<file path="config.mk">
export PLATFORM = sky130hd
export DESIGN_NAME = ordered_array_list_engine_flat
export DESIGN_NICKNAME = d
export VERILOG_FILES = /design/src/design/oal_pkg.sv /design/src/design/oal_cmd_if.sv /design/src/design/oal_res_if.sv /design/src/design/oal_cell.sv /design/src/design/oal_find.sv /design/src/design/ordered_array_list_engine.sv /design/src/flat_wrapper.sv
export SDC_FILE = /design/constraint.sdc
export NUM_CORES = 1
export LEC_CHECK = 0
export BUFFER_PORTS_ARGS = -buffer_cell sky130_fd_sc_hd__buf_2
export CAP_MARGIN = 30
export CORE_UTILIZATION = 25
export CTS_CLUSTER_DIAMETER = 150
export DETAILED_ROUTE_END_ITERATION = 8
export PLACE_DENSITY = 0.46
export SLEW_MARGIN = 20
export SYNTH_ARGS = -nofsm -noshare
export SYNTH_HDL_FRONTEND = slang
export SYNTH_SLANG_ARGS = --single-unit
export TNS_END_PERCENT = 20
</file>
<file path="constraint.sdc">
create_clock -name clk -period 7.9 [get_ports clk]
set_clock_uncertainty 0.15 [all_clocks]
set_input_delay 0.79 -clock clk [delete_from_list [all_inputs] [get_ports clk]]
set_output_delay 0.79 -clock clk [all_outputs]
set_load 0.01 [all_outputs]
</file>
<file path="src/design/oal_pkg.sv">
// ----------------------------------------------------------------------------
// oal_pkg: shared definitions of the ordered array list engine
// Field widths, command and status codes, and the per-cell control word.
// ----------------------------------------------------------------------------
`default_nettype none

package oal_pkg;

	// default list depth
	localparam int SIZE_DEF = 8;

	// word field widths
	localparam int CMD_W   = 3;
	localparam int VALUE_W = 32;
	localparam int POS_W   = 4;
	localparam int ST_W    = 3;

	// command codes
	localparam logic [CMD_W-1:0] CMD_INS_FRONT = 3'd0;
	localparam logic [CMD_W-1:0] CMD_INS_POS   = 3'd1;
	localparam logic [CMD_W-1:0] CMD_INS_BACK  = 3'd2;
	localparam logic [CMD_W-1:0] CMD_DEL_FRONT = 3'd3;
	localparam logic [CMD_W-1:0] CMD_DEL_POS   = 3'd4;
	localparam logic [CMD_W-1:0] CMD_DEL_BACK  = 3'd5;
	localparam logic [CMD_W-1:0] CMD_SEARCH    = 3'd6;

	// status codes
	localparam logic [ST_W-1:0] ST_OK       = 3'd0;
	localparam logic [ST_W-1:0] ST_OVERFLOW = 3'd1;
	localparam logic [ST_W-1:0] ST_EMPTY    = 3'd2;
	localparam logic [ST_W-1:0] ST_OOB      = 3'd3;
	localparam logic [ST_W-1:0] ST_FOUND    = 3'd4;
	localparam logic [ST_W-1:0] ST_NOTFOUND = 3'd5;

	// what one cell does on the next edge
	typedef struct packed {
		logic load_value;  // take the new word value
		logic shift_up;    // take the entry of the cell below
		logic shift_down;  // take the entry of the cell above
	} cell_ctl_t;

endpackage

`default_nettype wire

</file>
<file path="src/design/oal_cmd_if.sv">
// ----------------------------------------------------------------------------
// oal_cmd_if: command channel of the ordered array list engine
// Valid/ready channel carrying one command word.
// ----------------------------------------------------------------------------
`default_nettype none

interface oal_cmd_if;
	logic                               valid;
	logic                               ready;
	logic [oal_pkg::CMD_W-1:0]          command;
	logic signed [oal_pkg::VALUE_W-1:0] value;
	logic [oal_pkg::POS_W-1:0]          position;

	modport source (output valid, command, value, position, input ready);
	modport sink   (input valid, command, value, position, output ready);
endinterface

`default_nettype wire

</file>
<file path="src/design/oal_res_if.sv">
// ----------------------------------------------------------------------------
// oal_res_if: result channel of the ordered array list engine
// Valid/ready channel carrying one result word.
// ----------------------------------------------------------------------------
`default_nettype none

interface oal_res_if;
	logic                      valid;
	logic                      ready;
	logic [oal_pkg::ST_W-1:0]  status;
	logic [oal_pkg::POS_W-1:0] found_position;
	logic [oal_pkg::POS_W-1:0] count;

	modport source (output valid, status, found_position, count, input ready);
	modport sink   (input valid, status, found_position, count, output ready);
endinterface

`default_nettype wire

</file>
<file path="src/design/oal_cell.sv">
// ----------------------------------------------------------------------------
// oal_cell: one slot of the list
// Holds one entry, loads from its neighbors or the new value, and compares
// its entry against the search value.
// ----------------------------------------------------------------------------
`default_nettype none

module oal_cell (
	input  wire logic                        clk,
	input  wire logic                        arst_n,
	input  wire oal_pkg::cell_ctl_t          ctl,
	input  wire logic [oal_pkg::VALUE_W-1:0] value,
	input  wire logic [oal_pkg::VALUE_W-1:0] below,
	input  wire logic [oal_pkg::VALUE_W-1:0] above,
	input  wire logic                        in_use,
	output logic      [oal_pkg::VALUE_W-1:0] entry,
	output logic                             match
);

	logic [oal_pkg::VALUE_W-1:0] entry_q;

	// slot storage
	always_ff @(posedge clk or negedge arst_n) begin
		if (!arst_n) begin
			entry_q <= '0;
		end else if (ctl.load_value) begin
			entry_q <= value;
		end else if (ctl.shift_up) begin
			entry_q <= below;
		end else if (ctl.shift_down) begin
			entry_q <= above;
		end
	end

	assign entry = entry_q;
	// only stored entries count as hits
	assign match = in_use && (entry_q == value);

endmodule

`default_nettype wire

</file>
<file path="src/design/oal_find.sv">
// ----------------------------------------------------------------------------
// oal_find: first-match encoder
// Turns the registered match vector into the 1-based position of the
// lowest set bit, zero when no bit is set.
// ----------------------------------------------------------------------------
`default_nettype none

module oal_find #(
	parameter int N  = oal_pkg::SIZE_DEF,
	parameter int OW = 4
) (
	input  wire logic [N-1:0]  match,
	output logic               hit,
	output logic      [OW-1:0] pos
);

	// scan from the top so the lowest match wins
	always_comb begin
		pos = '0;
		for (int i = N - 1; i >= 0; i--) begin
			if (match[i]) begin
				pos = OW'(i + 1);
			end
		end
	end

	assign hit = |match;

endmodule

`default_nettype wire

</file>
<file path="src/design/ordered_array_list_engine.sv">
// ----------------------------------------------------------------------------
// ordered_array_list_engine: ordered list of signed 32-bit values
// A row of cells holds the list; inserts and deletes shift its cells in parallel.
// ----------------------------------------------------------------------------
// Usage:
//   cmd  (sink):   one command word per handshake: command, value, position.
//   res  (source): one result word per command: status, found_position,
//                  count (entries after the command).
//   Each command updates the cell row at the edge it is accepted; all cells
//   shift or load at that edge and compare against the value in
//   parallel. The match vector is registered and encoded to a position in a
//   second stage, the result register, which drives the res word.
//   Throughput is one command per cycle unless a held result stalls cmd;
//   the cell row, the fill count and both pipeline stages hold the state.
//   Reset clears the list, the count and the valid flags of both pipeline stages.
//   When the receiver holds res.ready low, the result register and then the
//   middle stage hold their words; cmd.ready drops once both are full and
//   returns as soon as the result is taken.
// ----------------------------------------------------------------------------
`default_nettype none

module ordered_array_list_engine #(
	parameter int SIZE = oal_pkg::SIZE_DEF
) (
	input  wire logic clk,
	input  wire logic arst_n,
	oal_cmd_if.sink   cmd,
	oal_res_if.source res
);

	localparam int CW   = $clog2(SIZE + 1);
	localparam int CMPW = (CW > oal_pkg::POS_W) ? CW : oal_pkg::POS_W;

	// list state
	logic [CW-1:0] fill_q;

	// stage 1
	logic                       s1_valid_q;
	logic [oal_pkg::ST_W-1:0]   status_s1;
	logic                       search_s1;
	logic [SIZE-1:0]            match_s1;
	logic [CMPW-1:0]            count_s1;

	// result register
	logic                        res_valid_q;
	logic [oal_pkg::ST_W-1:0]    res_status_q;
	logic [oal_pkg::POS_W-1:0]   res_found_q;
	logic [oal_pkg::POS_W-1:0]   res_count_q;

	// handshake
	logic advance;
	logic accept;

	assign advance   = !res_valid_q || res.ready;
	assign cmd.ready = !s1_valid_q || advance;
	assign accept    = cmd.valid && cmd.ready;

	// command decode
	logic [CMPW-1:0]          fill_x;
	logic [CMPW-1:0]          pos_x;
	logic                     full;
	logic                     empty;
	logic                     pos_bad;
	logic [oal_pkg::ST_W-1:0] st;
	logic                     do_ins;
	logic                     do_del;
	logic                     do_srch;
	logic [CMPW-1:0]          slot;
	logic [CMPW-1:0]          fill_next;

	assign fill_x  = CMPW'(fill_q);
	assign pos_x   = CMPW'(cmd.position);
	assign full    = fill_x == CMPW'(SIZE);
	assign empty   = fill_x == '0;
	assign pos_bad = (pos_x == '0) || (pos_x > fill_x);

	always_comb begin
		st      = oal_pkg::ST_OK;
		do_ins  = 1'b0;
		do_del  = 1'b0;
		do_srch = 1'b0;
		slot    = '0;
		case (cmd.command)
			oal_pkg::CMD_INS_FRONT: begin
				if (full) st = oal_pkg::ST_OVERFLOW;
				else do_ins = 1'b1;
			end
			oal_pkg::CMD_INS_POS: begin
				if (full) begin
					st = oal_pkg::ST_OVERFLOW;
				end else if (empty) begin
					do_ins = 1'b1;
				end else if (pos_bad) begin
					st = oal_pkg::ST_OOB;
				end else begin
					do_ins = 1'b1;
					slot   = pos_x - CMPW'(1);
				end
			end
			oal_pkg::CMD_INS_BACK: begin
				if (full) begin
					st = oal_pkg::ST_OVERFLOW;
				end else begin
					do_ins = 1'b1;
					slot   = fill_x;
				end
			end
			oal_pkg::CMD_DEL_FRONT: begin
				if (empty) st = oal_pkg::ST_EMPTY;
				else do_del = 1'b1;
			end
			oal_pkg::CMD_DEL_POS: begin
				if (empty) begin
					st = oal_pkg::ST_EMPTY;
				end else if (pos_bad) begin
					st = oal_pkg::ST_OOB;
				end else begin
					do_del = 1'b1;
					slot   = pos_x - CMPW'(1);
				end
			end
			oal_pkg::CMD_DEL_BACK: begin
				if (empty) begin
					st = oal_pkg::ST_EMPTY;
				end else begin
					do_del = 1'b1;
					slot   = fill_x - CMPW'(1);
				end
			end
			oal_pkg::CMD_SEARCH: begin
				if (empty) st = oal_pkg::ST_EMPTY;
				else do_srch = 1'b1;
			end
			default: begin
				st = oal_pkg::ST_OK;
			end
		endcase
	end

	always_comb begin
		fill_next = fill_x;
		if (do_ins) fill_next = fill_x + CMPW'(1);
		else if (do_del) fill_next = fill_x - CMPW'(1);
	end

	// cell row
	logic [oal_pkg::VALUE_W-1:0] ent [SIZE];
	logic [SIZE-1:0]             match;

	for (genvar i = 0; i < SIZE; i++) begin : g_cell
		oal_pkg::cell_ctl_t          ctl;
		logic [oal_pkg::VALUE_W-1:0] below;
		logic [oal_pkg::VALUE_W-1:0] above;
		logic                        in_use;

		always_comb begin
			ctl.load_value = accept && do_ins && (CMPW'(i) == slot);
			ctl.shift_up   = accept && do_ins && (CMPW'(i) > slot);
			ctl.shift_down = accept && do_del && (CMPW'(i) >= slot);
		end

		assign in_use = CMPW'(i) < fill_x;

		if (i == 0) begin : g_bot
			assign below = '0;
		end else begin : g_mid
			assign below = ent[i-1];
		end

		if (i == SIZE - 1) begin : g_top
			assign above = '0;
		end else begin : g_low
			assign above = ent[i+1];
		end

		oal_cell u_cell (
			.clk    (clk),
			.arst_n (arst_n),
			.ctl    (ctl),
			.value  (cmd.value),
			.below  (below),
			.above  (above),
			.in_use (in_use),
			.entry  (ent[i]),
			.match  (match[i])
		);
	end

	// fill count
	always_ff @(posedge clk or negedge arst_n) begin
		if (!arst_n) begin
			fill_q <= '0;
		end else if (accept) begin
			fill_q <= CW'(fill_next);
		end
	end

	// stage 1 register
	always_ff @(posedge clk or negedge arst_n) begin
		if (!arst_n) begin
			s1_valid_q <= 1'b0;
		end else if (cmd.ready) begin
			s1_valid_q <= accept;
		end
	end

	always_ff @(posedge clk) begin
		if (accept) begin
			status_s1 <= st;
			search_s1 <= do_srch;
			match_s1  <= match;
			count_s1  <= fill_next;
		end
	end

	// first-match encode
	logic            hit;
	logic [CMPW-1:0] hit_pos;

	oal_find #(
		.N  (SIZE),
		.OW (CMPW)
	) u_find (
		.match (match_s1),
		.hit   (hit),
		.pos   (hit_pos)
	);

	// result register
	always_ff @(posedge clk or negedge arst_n) begin
		if (!arst_n) begin
			res_valid_q <= 1'b0;
		end else if (advance) begin
			res_valid_q <= s1_valid_q;
		end
	end

	always_ff @(posedge clk) begin
		if (advance && s1_valid_q) begin
			res_count_q <= count_s1[oal_pkg::POS_W-1:0];
			if (search_s1) begin
				res_status_q <= hit ? oal_pkg::ST_FOUND : oal_pkg::ST_NOTFOUND;
				res_found_q  <= hit ? hit_pos[oal_pkg::POS_W-1:0] : '0;
			end else begin
				res_status_q <= status_s1;
				res_found_q  <= '0;
			end
		end
	end

	assign res.valid          = res_valid_q;
	assign res.status         = res_status_q;
	assign res.found_position = res_found_q;
	assign res.count          = res_count_q;

`ifndef ASSERT_OFF
	// count never exceeds the depth
	a_fill_range: assert property (@(posedge clk) disable iff (!arst_n)
		CMPW'(fill_q) <= CMPW'(SIZE))
		else $error("fill count beyond list depth");

	// a stalled result keeps the middle stage loaded
	a_s1_hold: assert property (@(posedge clk) disable iff (!arst_n)
		s1_valid_q && res_valid_q && !res.ready |=> s1_valid_q)
		else $error("middle stage lost its word under stall");

	// a full list refuses inserts and keeps its count
	a_full_ins: assert property (@(posedge clk) disable iff (!arst_n)
		accept && full && (cmd.command == oal_pkg::CMD_INS_FRONT ||
		cmd.command == oal_pkg::CMD_INS_POS ||
		cmd.command == oal_pkg::CMD_INS_BACK) |=> fill_q == $past(fill_q))
		else $error("insert into full list changed the count");

	// a found result points inside the list
	a_found_pos: assert property (@(posedge clk) disable iff (!arst_n)
		search_s1 && s1_valid_q && hit |-> hit_pos != '0 && hit_pos <= count_s1)
		else $error("search hit outside the stored entries");
`endif

endmodule

`default_nettype wire
</file>
<file path="src/flat_wrapper.sv">
// flat-port wrapper written by rule: the top's interface ports become plain ports
module ordered_array_list_engine_flat 
#(
	parameter int SIZE = oal_pkg::SIZE_DEF
)
  (clk, arst_n, cmd_valid, cmd_command, cmd_value, cmd_position, cmd_ready, res_valid, res_status, res_found_position, res_count, res_ready);
  oal_cmd_if cmd_i ();
  oal_res_if res_i ();
  input  wire logic clk;
  input  wire logic arst_n;
  input wire logic [$bits(cmd_i.valid)-1:0] cmd_valid;
  input wire logic [$bits(cmd_i.command)-1:0] cmd_command;
  input wire logic [$bits(cmd_i.value)-1:0] cmd_value;
  input wire logic [$bits(cmd_i.position)-1:0] cmd_position;
  output wire logic [$bits(cmd_i.ready)-1:0] cmd_ready;
  output wire logic [$bits(res_i.valid)-1:0] res_valid;
  output wire logic [$bits(res_i.status)-1:0] res_status;
  output wire logic [$bits(res_i.found_position)-1:0] res_found_position;
  output wire logic [$bits(res_i.count)-1:0] res_count;
  input wire logic [$bits(res_i.ready)-1:0] res_ready;
  assign cmd_i.valid = cmd_valid;
  assign cmd_i.command = cmd_command;
  assign cmd_i.value = cmd_value;
  assign cmd_i.position = cmd_position;
  assign cmd_ready = cmd_i.ready;
  assign res_valid = res_i.valid;
  assign res_status = res_i.status;
  assign res_found_position = res_i.found_position;
  assign res_count = res_i.count;
  assign res_i.ready = res_ready;
  ordered_array_list_engine #(.SIZE(SIZE)) u_core (.clk(clk), .arst_n(arst_n), .cmd(cmd_i), .res(res_i));
endmodule
</file>
==> reports/qor.csv <==
metric,value,unit
critical path arrival,5.44,ns
Peak Freq,194,MHz
area grow syn2layout,11.7,%
via count,14791,
kind of critical path,register to register,
TritonCTS Buffers,37,
fin area,20600,um^2
final setup violating endpoints,0,
"Gates resized, CTS repair",0,
distinct cell type count after synthesis,72,
CP Capture Type,register,
Tightest Pin Transition,1.03,ns
Die ar.,75000,um^2
# DRC,24,
GRT overflow,0,
CP required,8.18,ns
synth top area cells,"dfrtp_1 35%, mux2i_1 10%, xnor2_1 7.3%",
I/O pin count,56,
TritonCTS clock tree,done,
Pre-Repair DR Iteration Count,9,
"count leader, synth",dfrtp_1,
largest net degree at the start of global routing,134,
relative slew slack,0.314,
YS warnings,0,
syn_nets,1946,
failing checks,design-rule violations,
outcome,finished with violations,
setup bufs post-CTS,0,
initial antenna violation count,3,
mean area per synthesized cell,9.76,um^2
Power Density,319,nW/um^2
routed wire length,69100,um
Skew-Pair Late Insertion Delay,0.57,ns
Routed wire per std cell,24.4,um
RSZ-0062 raised after global routing,false,
MaxCap Viol Count,0,
core area,73100,um^2
cell count after synthesis,1894,
clock sinks,288,
R2R cell count,11,
Seq cells post-synth,288,
Row Count,99,
Initial DRC Count,1635,
post-synth top area cell,dfrtp_1,
multi-input logic area,10200,um^2
Startpoint Class,register,
clock slew at reported path FFs,0.07,ns
Pins Over Slew Limit,0,
layout cells sized above 1,0.136,
routed vias/inst,5.23,
Final Hold Viols,0,
Hold WC Path Type,input port to asynchronous set/reset pin,
Tmin final,5.16,ns
Final Power,6.58,mW
post-route ant nets,0,
quantity of I/O buffers inserted on ports,55,
Leak,8.61,nW
vias in the first global route,14335,
starting density of the core,0.253,
Post-synth top cells,"262 x dfrtp_1, 192 x mux2i_1, 155 x xnor2_1",
post-synthesis async set-or-reset flop share,0.910,
die height,274,um
Die X-Extent,274,um
Placed Area,19500,um^2
global-route wire length before repair,102000,um
fin util,0.282,
Fillers,7676,
Post-Syn Area,18500,um^2
HPWL Detailed,47100,um
Peak VDD IR,0.000148,V
final net count,1892,
cts hold-fix bufs,0,
gpl congestion,0.921,
flip-flop and latch area,7340,um^2
Critical Path Fanout Max,33,
"EDFF count, synth",26,
top-area cell type share of the netlist area,0.355,
root buffer cell,clkbuf_16,
register area share after synthesis,0.397,
htree depth,2,
setup TNS,0,ns
commonest register cell after synthesis,dfrtp_1,
fin crit share,0.653,
Total GRT Usage,0.183,
clock tree buffer depth,3,
-- placed cells by master, fill, tap and decap left out, types with 4 or more instances in the layout --
master and n:
inv_1 71, clkbuf_1 10, dfrtp_1 262, a21oi_1 42
nand2b_1 5, o221ai_1 33, clkbuf_16 38, nand4_1 48
and2_1 35, mux2_2 64, a222oi_1 32, nor3_1 11
edfxtp_1 26, nand2_1 144, buf_2 55, o21ai_1 56
xnor2_1 155, nand3b_1 4, mux2i_1 192, clkinv_2 5
a22oi_1 100, xor2_1 107, ha_1 9, nor2b_1 4
buf_4 24, o21ai_2 32, o21ai_0 114, nor2_1 56
nand3_1 11, nor4_1 35
-- metal layers --
layer  vias up  wire length (um)  global-route usage
met4         2              2540              0.0684
met5         -                17                   0
li1       6705                 -                   -
met2       456             31300               0.286
met1      7526             30900               0.251
met3       102              4260              0.0300
-- sequential cells by signal (all words and copies together), names as in the netlist, 2 cells and up --
name / cells
u_core.g_cell.u_cell.entry: 256
u_core.match_s1: 8
u_core.count_s1: 4
u_core.fill_q: 4
u_core.res.count: 4
u_core.res.found_position: 4
u_core.res.status: 3
u_core.status_s1: 2
-- layout make-up --
class / count / share of cell area
Multi-Input combinational cell: 1358 / 0.493
Sequential cell: 288 / 0.356
Tap cell: 959 / 0.0581
Clock buffer: 51 / 0.0499
Timing Repair Buffer: 83 / 0.0250
Inverter: 72 / 0.0131
Clock inverter: 13 / 0.00546
Antenna cell: 3 / 0.000364
-- worst max-delay path, cell delays in order, from the launching register on --
cell,delay (ns)
dfrtp_1,0.74
inv_1,0.29
ha_1,0.41
and4_1,0.25
a2bb2oi_2,0.32
nand4_1,0.33
a22oi_2,0.56
nor4b_4,0.28
buf_4,0.45
or2_1,0.65
buf_4,0.39
o21ai_0,0.15
-- report_power, final --
part | switching [mW] | leakage, nW | internal, mW
combinational | 1.45 | 4.34 | 0.947
sequential | 0.601 | 3.71 | 1.93
clock | 0.705 | 0.558 | 0.947
total | 2.75 | 8.61 | 3.83
-- through the flow --
step	setup WS [ns]	std cells	hold WS [ns]
finish	2.74	2827	0.00877
global route	2.55	2824	0.0532
CTS	2.92	2822	0.0564
detailed placement	2.90	2758	0.255
global placement	2.82	2757	0.254
floorplan	4.48	1894	0.250
-- final timing paths --
| check | startpoint | slack, ns | end |
|---|---|---|---|
| min | arst_n | 0.009 | u_core.res.valid |
| max reg2reg | u_core.fill_q[3] | 2.74 | u_core.g_cell[6].u_cell.entry[21] |
| min reg2reg | u_core.count_s1[3] | 0.27 | u_core.res.count[3] |
| max | u_core.fill_q[3] | 2.74 | u_core.g_cell[6].u_cell.entry[21] |
| min in group clk | u_core.count_s1[3] | 0.27 | u_core.res.count[3] |
| max in group asynchronous | arst_n | 6.26 | u_core.g_cell[7].u_cell.entry[25] |
-- logic make-up after synthesis --
| group | Yosys count | share of synthesized area |
|---|---|---|
| adder cells (fa/ha/maj) | 9 | 0.00609 |
| XOR/XNOR | 262 | 0.124 |
| AO/OA/AOI/OAI | 445 | 0.166 |
| multiplexers | 256 | 0.143 |
| flip-flops | 288 | 0.397 |
| AND/OR/NAND/NOR | 386 | 0.106 |
| buffers and inverters | 248 | 0.0571 |
Power figures use the tool's default switching activity.
